[src/sv/dtq_pkg.sv]
// dtq_pkg: sizes, codes and the control/status bundles of the delta timer queue
// used by dtq_ctrl, dtq_datapath and delta_timer_queue; no dependencies
package dtq_pkg;

  // queue geometry and field widths
  localparam int QueueDepth = 16;
  localparam int IdBits     = 8;
  localparam int TickBits   = 16;
  localparam int MaxResults = 16;
  localparam int OpBits     = 2;
  localparam int StatusBits = 3;
  localparam int IdxW       = $clog2(QueueDepth);
  localparam int CntW       = $clog2(QueueDepth + 1);

  typedef enum logic [OpBits-1:0] {
    OP_INSERT = 2'd0,
    OP_TICK   = 2'd1,
    OP_REMOVE = 2'd2,
    OP_CLEAR  = 2'd3
  } opcode_e;

  typedef enum logic [StatusBits-1:0] {
    STS_DONE      = 3'd0,
    STS_RELEASED  = 3'd1,
    STS_FULL      = 3'd2,
    STS_NOT_FOUND = 3'd3,
    STS_ZERO_WAIT = 3'd4
  } status_e;

  // source of the id field of an output word
  typedef enum logic [1:0] {
    IDS_TID,
    IDS_HEAD,
    IDS_ZERO
  } id_sel_e;

  typedef enum logic [2:0] {
    S_IDLE,
    S_DISPATCH,
    S_INS_WALK,
    S_REM_WALK,
    S_REM_FIX,
    S_TICK_REL
  } state_e;

  // controller to datapath
  typedef struct packed {
    logic    load_in;
    logic    pos_clr;
    logic    pos_inc;
    logic    rem_sub;
    logic    do_insert;
    logic    do_remove;
    logic    do_fix;
    logic    do_dec;
    logic    do_release;
    logic    do_clear;
    logic    emit;
    status_e emit_status;
    id_sel_e emit_id;
    logic    emit_last;
  } cmd_t;

  // datapath to controller
  typedef struct packed {
    opcode_e op;
    logic    wait_zero;
    logic    full;
    logic    empty;
    logic    ins_more;
    logic    pos_end;
    logic    id_match;
    logic    rel_ok;
    logic    rel_last;
    logic    emit_ok;
  } sts_t;

endpackage

[src/sv/dtq_datapath.sv]
// dtq_datapath: entry registers, walk pointer, remainder and output word register
// depends on dtq_pkg; driven by commands from dtq_ctrl
module dtq_datapath (
  input  logic                           clk_i,
  input  logic                           rst_ni,
  input  logic [dtq_pkg::OpBits-1:0]     opcode_i,
  input  logic [dtq_pkg::IdBits-1:0]     thread_id_i,
  input  logic [dtq_pkg::TickBits-1:0]   wait_ticks_i,
  input  logic                           out_ready_i,
  output logic                           out_valid_o,
  output logic [dtq_pkg::StatusBits-1:0] status_o,
  output logic [dtq_pkg::IdBits-1:0]     released_id_o,
  output logic                           last_o,
  input  dtq_pkg::cmd_t                  cmd_i,
  output dtq_pkg::sts_t                  sts_o
);
  import dtq_pkg::*;

  logic [TickBits-1:0] delta_q [QueueDepth];
  logic [TickBits-1:0] delta_d [QueueDepth];
  logic [IdBits-1:0]   ids_q   [QueueDepth];
  logic [IdBits-1:0]   ids_d   [QueueDepth];
  logic [TickBits-1:0] delta_prev [QueueDepth];
  logic [TickBits-1:0] delta_next [QueueDepth];
  logic [IdBits-1:0]   ids_prev   [QueueDepth];
  logic [IdBits-1:0]   ids_next   [QueueDepth];

  logic [CntW-1:0]       count_q, count_d;
  logic [CntW-1:0]       pos_q, pos_d;
  logic [TickBits-1:0]   rem_q, rem_d;
  opcode_e               op_q;
  logic [IdBits-1:0]     tid_q;

  logic                  out_valid_q, out_valid_d;
  logic [StatusBits-1:0] status_q;
  logic [IdBits-1:0]     out_id_q;
  logic                  last_q;

  logic [IdxW-1:0]     pos_idx;
  logic [TickBits-1:0] rd_delta;
  logic [IdBits-1:0]   rd_id;
  logic [TickBits-1:0] succ_delta;
  logic [TickBits:0]   fix_sum;
  logic [TickBits-1:0] fix_val;
  logic [CntW-1:0]     drop_pos;
  logic                emit_ok;

  // single read port at the walk pointer
  assign pos_idx    = pos_q[IdxW-1:0];
  assign rd_delta   = delta_q[pos_idx];
  assign rd_id      = ids_q[pos_idx];
  assign succ_delta = rd_delta - rem_q;
  assign fix_sum    = {1'b0, rd_delta} + {1'b0, rem_q};
  assign fix_val    = fix_sum[TickBits] ? {TickBits{1'b1}} : fix_sum[TickBits-1:0];
  assign drop_pos   = cmd_i.do_release ? '0 : pos_q;
  assign emit_ok    = !out_valid_q || out_ready_i;

  // neighbor views for shifting up and down
  always_comb begin
    for (int i = 0; i < QueueDepth; i++) begin
      if (i == 0) begin
        delta_prev[i] = delta_q[i];
        ids_prev[i]   = ids_q[i];
      end else begin
        delta_prev[i] = delta_q[i-1];
        ids_prev[i]   = ids_q[i-1];
      end
      if (i == QueueDepth - 1) begin
        delta_next[i] = delta_q[i];
        ids_next[i]   = ids_q[i];
      end else begin
        delta_next[i] = delta_q[i+1];
        ids_next[i]   = ids_q[i+1];
      end
    end
  end

  // entry update: insert, drop, head decrement, merge after remove
  always_comb begin
    for (int i = 0; i < QueueDepth; i++) begin
      delta_d[i] = delta_q[i];
      ids_d[i]   = ids_q[i];
      if (cmd_i.do_insert) begin
        if (CntW'(i) == pos_q) begin
          delta_d[i] = rem_q;
          ids_d[i]   = tid_q;
        end else if (CntW'(i) > pos_q) begin
          delta_d[i] = (CntW'(i) == pos_q + 1'b1) ? succ_delta : delta_prev[i];
          ids_d[i]   = ids_prev[i];
        end
      end
      if (cmd_i.do_remove || cmd_i.do_release) begin
        if (CntW'(i) >= drop_pos) begin
          delta_d[i] = delta_next[i];
          ids_d[i]   = ids_next[i];
        end
      end
    end
    if (cmd_i.do_dec && (delta_q[0] != '0)) begin
      delta_d[0] = delta_q[0] - 1'b1;
    end
    if (cmd_i.do_fix && (pos_q < count_q)) begin
      delta_d[pos_idx] = fix_val;
    end
  end

  // entries carry no reset, only entries below the count are read
  always_ff @(posedge clk_i) begin
    for (int i = 0; i < QueueDepth; i++) begin
      delta_q[i] <= delta_d[i];
      ids_q[i]   <= ids_d[i];
    end
  end

  // count, walk pointer and remainder
  always_comb begin
    count_d = count_q;
    if (cmd_i.do_insert) begin
      count_d = count_q + 1'b1;
    end else if (cmd_i.do_remove || cmd_i.do_release) begin
      count_d = count_q - 1'b1;
    end else if (cmd_i.do_clear) begin
      count_d = '0;
    end
    pos_d = pos_q;
    if (cmd_i.pos_clr) begin
      pos_d = '0;
    end else if (cmd_i.pos_inc || cmd_i.do_release) begin
      pos_d = pos_q + 1'b1;
    end
    rem_d = rem_q;
    if (cmd_i.load_in) begin
      rem_d = wait_ticks_i;
    end else if (cmd_i.rem_sub) begin
      rem_d = rem_q - rd_delta;
    end else if (cmd_i.do_remove) begin
      rem_d = rd_delta;
    end
  end

  always_ff @(posedge clk_i or negedge rst_ni) begin
    if (!rst_ni) begin
      count_q <= '0;
      pos_q   <= '0;
    end else begin
      count_q <= count_d;
      pos_q   <= pos_d;
    end
  end

  // captured input word
  always_ff @(posedge clk_i) begin
    rem_q <= rem_d;
    if (cmd_i.load_in) begin
      op_q  <= opcode_e'(opcode_i);
      tid_q <= thread_id_i;
    end
  end

  // output word register
  always_comb begin
    out_valid_d = out_valid_q;
    if (cmd_i.emit) begin
      out_valid_d = 1'b1;
    end else if (out_ready_i) begin
      out_valid_d = 1'b0;
    end
  end

  always_ff @(posedge clk_i or negedge rst_ni) begin
    if (!rst_ni) begin
      out_valid_q <= 1'b0;
    end else begin
      out_valid_q <= out_valid_d;
    end
  end

  always_ff @(posedge clk_i) begin
    if (cmd_i.emit) begin
      status_q <= cmd_i.emit_status;
      last_q   <= cmd_i.emit_last;
      case (cmd_i.emit_id)
        IDS_TID:  out_id_q <= tid_q;
        IDS_HEAD: out_id_q <= ids_q[0];
        IDS_ZERO: out_id_q <= '0;
        default:  out_id_q <= '0;
      endcase
    end
  end

  assign out_valid_o   = out_valid_q;
  assign status_o      = status_q;
  assign released_id_o = out_id_q;
  assign last_o        = last_q;

  // status toward the controller
  always_comb begin
    sts_o.op        = op_q;
    sts_o.wait_zero = (rem_q == '0);
    sts_o.full      = (count_q == CntW'(QueueDepth));
    sts_o.empty     = (count_q == '0);
    sts_o.ins_more  = (pos_q < count_q) && (rd_delta <= rem_q);
    sts_o.pos_end   = (pos_q >= count_q);
    sts_o.id_match  = (rd_id == tid_q);
    sts_o.rel_ok    = (count_q != '0) && (delta_q[0] == '0)
                      && (32'(pos_q) < 32'(MaxResults));
    sts_o.rel_last  = !((count_q > CntW'(1)) && (delta_q[1] == '0)
                      && (32'(pos_q) + 32'd1 < 32'(MaxResults)));
    sts_o.emit_ok   = emit_ok;
  end

endmodule

[src/sv/dtq_ctrl.sv]
// dtq_ctrl: sequencer for insert, tick, remove and clear of the delta timer queue
// depends on dtq_pkg; commands dtq_datapath
module dtq_ctrl (
  input  logic          clk_i,
  input  logic          rst_ni,
  input  logic          in_valid_i,
  output logic          in_ready_o,
  input  dtq_pkg::sts_t sts_i,
  output dtq_pkg::cmd_t cmd_o
);
  import dtq_pkg::*;

  state_e state_q, state_d;

  always_ff @(posedge clk_i or negedge rst_ni) begin
    if (!rst_ni) begin
      state_q <= S_IDLE;
    end else begin
      state_q <= state_d;
    end
  end

  // next state
  always_comb begin
    state_d = state_q;
    case (state_q)
      S_IDLE: begin
        if (in_valid_i) state_d = S_DISPATCH;
      end
      S_DISPATCH: begin
        case (sts_i.op)
          OP_INSERT: begin
            if (sts_i.wait_zero || sts_i.full) begin
              if (sts_i.emit_ok) state_d = S_IDLE;
            end else begin
              state_d = S_INS_WALK;
            end
          end
          OP_TICK: begin
            if (sts_i.empty) begin
              if (sts_i.emit_ok) state_d = S_IDLE;
            end else begin
              state_d = S_TICK_REL;
            end
          end
          OP_REMOVE: state_d = S_REM_WALK;
          OP_CLEAR: begin
            if (sts_i.emit_ok) state_d = S_IDLE;
          end
          default: state_d = S_IDLE;
        endcase
      end
      S_INS_WALK: begin
        if (!sts_i.ins_more && sts_i.emit_ok) state_d = S_IDLE;
      end
      S_REM_WALK: begin
        if (sts_i.pos_end) begin
          if (sts_i.emit_ok) state_d = S_IDLE;
        end else if (sts_i.id_match) begin
          state_d = S_REM_FIX;
        end
      end
      S_REM_FIX: begin
        if (sts_i.emit_ok) state_d = S_IDLE;
      end
      S_TICK_REL: begin
        if (sts_i.emit_ok && (!sts_i.rel_ok || sts_i.rel_last)) state_d = S_IDLE;
      end
      default: state_d = S_IDLE;
    endcase
  end

  // command outputs
  always_comb begin
    cmd_o             = '0;
    cmd_o.emit_status = STS_DONE;
    cmd_o.emit_id     = IDS_TID;
    cmd_o.emit_last   = 1'b1;
    in_ready_o        = 1'b0;
    case (state_q)
      S_IDLE: begin
        in_ready_o    = 1'b1;
        cmd_o.load_in = in_valid_i;
      end
      S_DISPATCH: begin
        cmd_o.pos_clr = 1'b1;
        case (sts_i.op)
          OP_INSERT: begin
            if (sts_i.wait_zero) begin
              cmd_o.emit        = sts_i.emit_ok;
              cmd_o.emit_status = STS_ZERO_WAIT;
            end else if (sts_i.full) begin
              cmd_o.emit        = sts_i.emit_ok;
              cmd_o.emit_status = STS_FULL;
            end
          end
          OP_TICK: begin
            if (sts_i.empty) begin
              cmd_o.emit    = sts_i.emit_ok;
              cmd_o.emit_id = IDS_ZERO;
            end else begin
              cmd_o.do_dec = 1'b1;
            end
          end
          OP_REMOVE: begin
          end
          OP_CLEAR: begin
            cmd_o.emit     = sts_i.emit_ok;
            cmd_o.emit_id  = IDS_ZERO;
            cmd_o.do_clear = sts_i.emit_ok;
          end
          default: begin
          end
        endcase
      end
      S_INS_WALK: begin
        if (sts_i.ins_more) begin
          cmd_o.pos_inc = 1'b1;
          cmd_o.rem_sub = 1'b1;
        end else begin
          cmd_o.emit      = sts_i.emit_ok;
          cmd_o.do_insert = sts_i.emit_ok;
        end
      end
      S_REM_WALK: begin
        if (sts_i.pos_end) begin
          cmd_o.emit        = sts_i.emit_ok;
          cmd_o.emit_status = STS_NOT_FOUND;
        end else if (sts_i.id_match) begin
          cmd_o.do_remove = 1'b1;
        end else begin
          cmd_o.pos_inc = 1'b1;
        end
      end
      S_REM_FIX: begin
        cmd_o.emit   = sts_i.emit_ok;
        cmd_o.do_fix = sts_i.emit_ok;
      end
      S_TICK_REL: begin
        if (sts_i.rel_ok) begin
          cmd_o.emit        = sts_i.emit_ok;
          cmd_o.do_release  = sts_i.emit_ok;
          cmd_o.emit_status = STS_RELEASED;
          cmd_o.emit_id     = IDS_HEAD;
          cmd_o.emit_last   = sts_i.rel_last;
        end else begin
          cmd_o.emit    = sts_i.emit_ok;
          cmd_o.emit_id = IDS_ZERO;
        end
      end
      default: begin
      end
    endcase
  end

endmodule

[src/sv/delta_timer_queue.sv]
// Delta timer queue: up to 16 waiters sorted by expiry, each stored as a delta from its
// predecessor. One word is taken at a time; input ready is high only between words.
// An insert walks one entry per cycle to its slot; a refused insert (zero wait or full
// queue) skips the walk. Remove walks likewise until the id matches, then merges the
// removed delta into the successor; a remove that finds nothing walks all entries. A tick
// decrements the head, then releases expired threads one per output word (at most 16);
// a tick on an empty queue and a clear answer with a single word. The walk goes through
// the single read port of the entry array; a stalled output word holds each step that
// emits.
// depends on dtq_pkg, dtq_ctrl and dtq_datapath
module delta_timer_queue (
  input  logic                           clk_i,
  input  logic                           rst_ni,
  input  logic                           in_valid_i,
  output logic                           in_ready_o,
  input  logic [dtq_pkg::OpBits-1:0]     opcode_i,
  input  logic [dtq_pkg::IdBits-1:0]     thread_id_i,
  input  logic [dtq_pkg::TickBits-1:0]   wait_ticks_i,
  output logic                           out_valid_o,
  input  logic                           out_ready_i,
  output logic [dtq_pkg::StatusBits-1:0] status_o,
  output logic [dtq_pkg::IdBits-1:0]     released_id_o,
  output logic                           last_o
);
  import dtq_pkg::*;

  cmd_t cmd;
  sts_t sts;

  // sequencer
  dtq_ctrl u_ctrl (
    .clk_i      (clk_i),
    .rst_ni     (rst_ni),
    .in_valid_i (in_valid_i),
    .in_ready_o (in_ready_o),
    .sts_i      (sts),
    .cmd_o      (cmd)
  );

  // entry store and output word
  dtq_datapath u_datapath (
    .clk_i         (clk_i),
    .rst_ni        (rst_ni),
    .opcode_i      (opcode_i),
    .thread_id_i   (thread_id_i),
    .wait_ticks_i  (wait_ticks_i),
    .out_ready_i   (out_ready_i),
    .out_valid_o   (out_valid_o),
    .status_o      (status_o),
    .released_id_o (released_id_o),
    .last_o        (last_o),
    .cmd_i         (cmd),
    .sts_o         (sts)
  );

endmodule

[config.mk]
export PLATFORM = sky130hd
export DESIGN_NAME = delta_timer_queue
export DESIGN_NICKNAME = d
export VERILOG_FILES = /design/src/sv/dtq_pkg.sv /design/src/sv/dtq_datapath.sv /design/src/sv/dtq_ctrl.sv /design/src/sv/delta_timer_queue.sv
export SDC_FILE = /design/constraint.sdc
export NUM_CORES = 2
export LEC_CHECK = 0
export BUFFER_PORTS_ARGS = -buffer_cell sky130_fd_sc_hd__clkbuf_2
export CORE_UTILIZATION = 30
export CTS_CLUSTER_SIZE = 8
export DETAILED_ROUTE_END_ITERATION = 10
export PLACE_DENSITY = 0.54
export SYNTH_ARGS = -nofsm -noshare
export SYNTH_HDL_FRONTEND = slang
export SYNTH_HIERARCHICAL = 1
export SYNTH_SLANG_ARGS = --single-unit
[constraint.sdc]
create_clock -name clk_i -period 18.9 [get_ports clk_i]
set_input_delay 1.89 -clock clk_i [delete_from_list [all_inputs] [get_ports clk_i]]
set_output_delay 1.89 -clock clk_i [all_outputs]
set_load 0.1 [all_outputs]
==> qor.yml <==
route:
  drtIter0Drc: 5670
  totalWireLength_um: 166800
  avgRoutedWirePerCell_um: 29.34
  ant_nets: 0
  vias: 36450
  dr.pass1.iters: 8
  drc_errors: 0
  routed_via_density: 6.412
critical_path:
  path_cells: "buf_4 > buf_4 > mux4_2 > mux4_2 > ha_1 > and3_4 > and2_1 > a2111o_1 > a31oi_1 > o21bai_1 > a21oi_1 > o21bai_1 > a211oi_1 > or3b_1 > nor2_4 > buf_4 > buf_4 > nand2_1 > o21ai_0 > o22ai_1 > o31ai_1"
  max_stage_delay_ns: 0.84
  end_kind: "flop"
  cp-startpoint: "u_datapath/pos_q[2]"
  worstPathMaxFanout: 71
  crit_path_start_kind: "flop"
  required_ns: 19.45
  cpMostUsedCell: "buf_4"
  cp.arrival_ns: 10.24
  r2r_cells: 21
  worstReg2RegStart: "u_datapath/pos_q[2]"
  criticalPathCategory: "reg2reg"
  r2r_setup_slack_ns: 9.21
  r2r_end: "u_datapath/delta_q[11][11]"
  cp_slowest_cell: "buf_4"
  endpoint: "u_datapath/delta_q[11][11]"
timing:
  finalWorstSetupSlack_ns: 9.212
  fin_tns_setup_ns: 0
  finalSetupViolations: 0
  fmax_mhz: 103.2
  max_slew_margin_pct: 3.560
  clock_skew_ns: 0.02869
  fin_worst_hold_slack_ns: 0.4914
  rsz0062_at_grt: "no"
  min_period_over_period_pct: 51.26
  maxSlewViolCount: 0
  min_period_ns: 9.688
  worst_pin_slew_ns: 1.436
  timing.final.hold_violations: 0
clocking:
  clock_sinks: 436
  cts_hold_buf: 0
  postCtsSetupRepairBufs: 0
  cts_buffers: 66
  clockBufferDepth: 3
  cts-root-buf: "clkbuf_16"
  cts.repair.resized: 0
  cts_htree_levels: 3
  clock_latency_ns: 0.64
  cts_tree: "yes"
  clk_pin_slew_worst_paths_ns: 0.06
placement:
  hpwl_um: 123600
  placed_cell_area_um2: 34750
  place_ws_ns: 9.623
  gp_congestion: 1.011
  port_buffers: 43
die:
  die_area_um2: 112300
  die_h_um: 335.2
  coreArea_um2: 109500
  io_pins: 44
  start_util_pct: 30.42
  rows: 121
  die_w_um: 335.2
synth:
  yosys_warnings: 6
  syn_avg_cell_area_um2: 7.627
  synthFlopType: "dfxtp_1"
  postSynth.asyncResetShare_pct: 3.211
  ys_types: 106
  syn_inst: 4366
  yosysTopAreaCell: "dfxtp_1"
  synth_area_leaders: "dfxtp_1 (23%), nand2_1 (8.1%), mux4_2 (8.0%)"
  synth_edf_count: 46
  synth_seq_cells: 436
  synth_nets: 4464
  synthesis.area_um2: 33300
  yosysSeqAreaShare_pct: 27.81
  synth_top_area_share_pct: 22.61
finish:
  final_cell_mix: "nand2_1 (722), o21ai_0 (423), dfxtp_1 (376), a21oi_1 (375), nor2_1 (305)"
  final_layout_size_suffix_gt1_share_pct: 11.16
  layout.nets: 4271
  fin_area_um2: 36620
  final_common_cell: "nand2_1"
  area_growth_syn_to_layout_pct: 9.969
grt:
  grt_usage_pct: 28.77
  grt_start_max_net_pins: 87
  antenna_found_initial: 2
  grt_pass1_wl_um: 240300
  grt_overflow: 0
  first_global_vias: 32740
run_status:
  status: "completed"
min_path:
  min_path_type: "reg2reg"
  worstHoldStart: "u_datapath/ids_q[13][6]"
job:
  cap_viol_max_count: 0
-- cells by family after synthesis --
family	Yosys count	share of synthesized area, %
AO/OA/AOI/OAI	1698	32.95
AND/OR/NAND/NOR	1377	17.89
buffers and inverters	516	6.223
flip-flops	436	27.81
multiplexers	218	11.09
adder cells (fa/ha/maj)	68	2.623
XOR/XNOR	53	1.417
-- Yosys cell counts, types with 10 or more instances --
library cell    n
nand2_1       722
o21ai_0       431
a21oi_1       379
dfxtp_1       376
clkbuf_1      326
nor2_1        309
o22ai_1       170
mux4_2        119
o211ai_1      108
nand3_1        83
mux2i_1        82
a221oi_1       79
buf_2          75
inv_1          70
o31ai_1        67
a211oi_1       66
ha_1           65
nor3_1         62
a31oi_1        57
edfxtp_1       46
and3_1         34
xnor2_1        34
a22oi_1        32
buf_1          29
o21a_1         29
o221ai_1       27
a221o_1        26
or3_1          26
a22o_1         24
and2_1         23
a21o_1         20
nand2b_1       20
a2bb2oi_1      19
nor2b_1        19
nor4_1         18
o311ai_0       18
xor2_1         18
a311oi_1       17
mux2_2         17
nand4_1        16
dfrtp_1        14
o21bai_1       13
o2111ai_1      10
-- worst max-delay path, delay by kind of cell, from the launching register on --
| family | cells | cell delay (ns) |
|---|---|---|
| compound gates | 9 | 2.10 |
| fa+ha+maj | 1 | 0.62 |
| buf+inv | 4 | 2.98 |
| flops | 1 | 0.72 |
| mux | 2 | 0.99 |
| simple gates | 5 | 1.82 |
-- worst min-delay path by stage --
stage / to / slack, ns / depth (start not counted)
2_1_floorplan: u_datapath/ids_q[8][0] / 0.44 / 2
3_3_place_gp: u_datapath/ids_q[4][0] / 0.48 / 2
3_5_place_dp: u_datapath/ids_q[5][5] / 0.49 / 2
4_1_cts: u_datapath/ids_q[3][4] / 0.49 / 2
5_1_grt: u_datapath/ids_q[3][4] / 0.52 / 2
6_report: u_datapath/ids_q[12][6] / 0.49 / 2
-- flip-flops by register name (all words and copies together) (netlist names), 2 cells and up --
register / count
u_ctrl/state_q: 3
u_datapath/count_q: 5
u_datapath/delta_q: 256
u_datapath/ids_q: 128
u_datapath/op_q: 2
u_datapath/pos_q: 5
u_datapath/released_id_o: 8
u_datapath/rem_q: 16
u_datapath/status_o: 3
u_datapath/tid_q: 8
-- layer usage --
layer | share of wire, % | vias to the layer above | track usage [%] | routed length (µm)
li1 | - | 16010 | - | -
met1 | 41 | 17390 | 39.17 | 68470
met2 | 41 | 2609 | 41.43 | 68600
met3 | 13 | 447 | 8.016 | 20880
met4 | 5.3 | 0 | 13.96 | 8869
met5 | 0 | - | 0 | 0
-- area by class of cell --
type,instances,area [µm²]
timing repair buffer,177,1234
inverter,78,295.3
clock buffer,87,1762
antenna,8,20.02
sequential,436,9268
multi-input combinational,3414,22110
clock inverter,9,86.33
fill,11560,72840
tap,1476,1847
-- stage by stage --
step                      util [%]  cells
after global routing         33.44   5677
final                        33.45   5685
after detailed placement     31.75   5581
after global placement       31.75   5581
after CTS                    33.44   5677
after floorplan                  -   4366
Power is left out: the tool's default activity adds up to more than one toggle a clock period on the data nets, which glitch-free logic cannot reach.
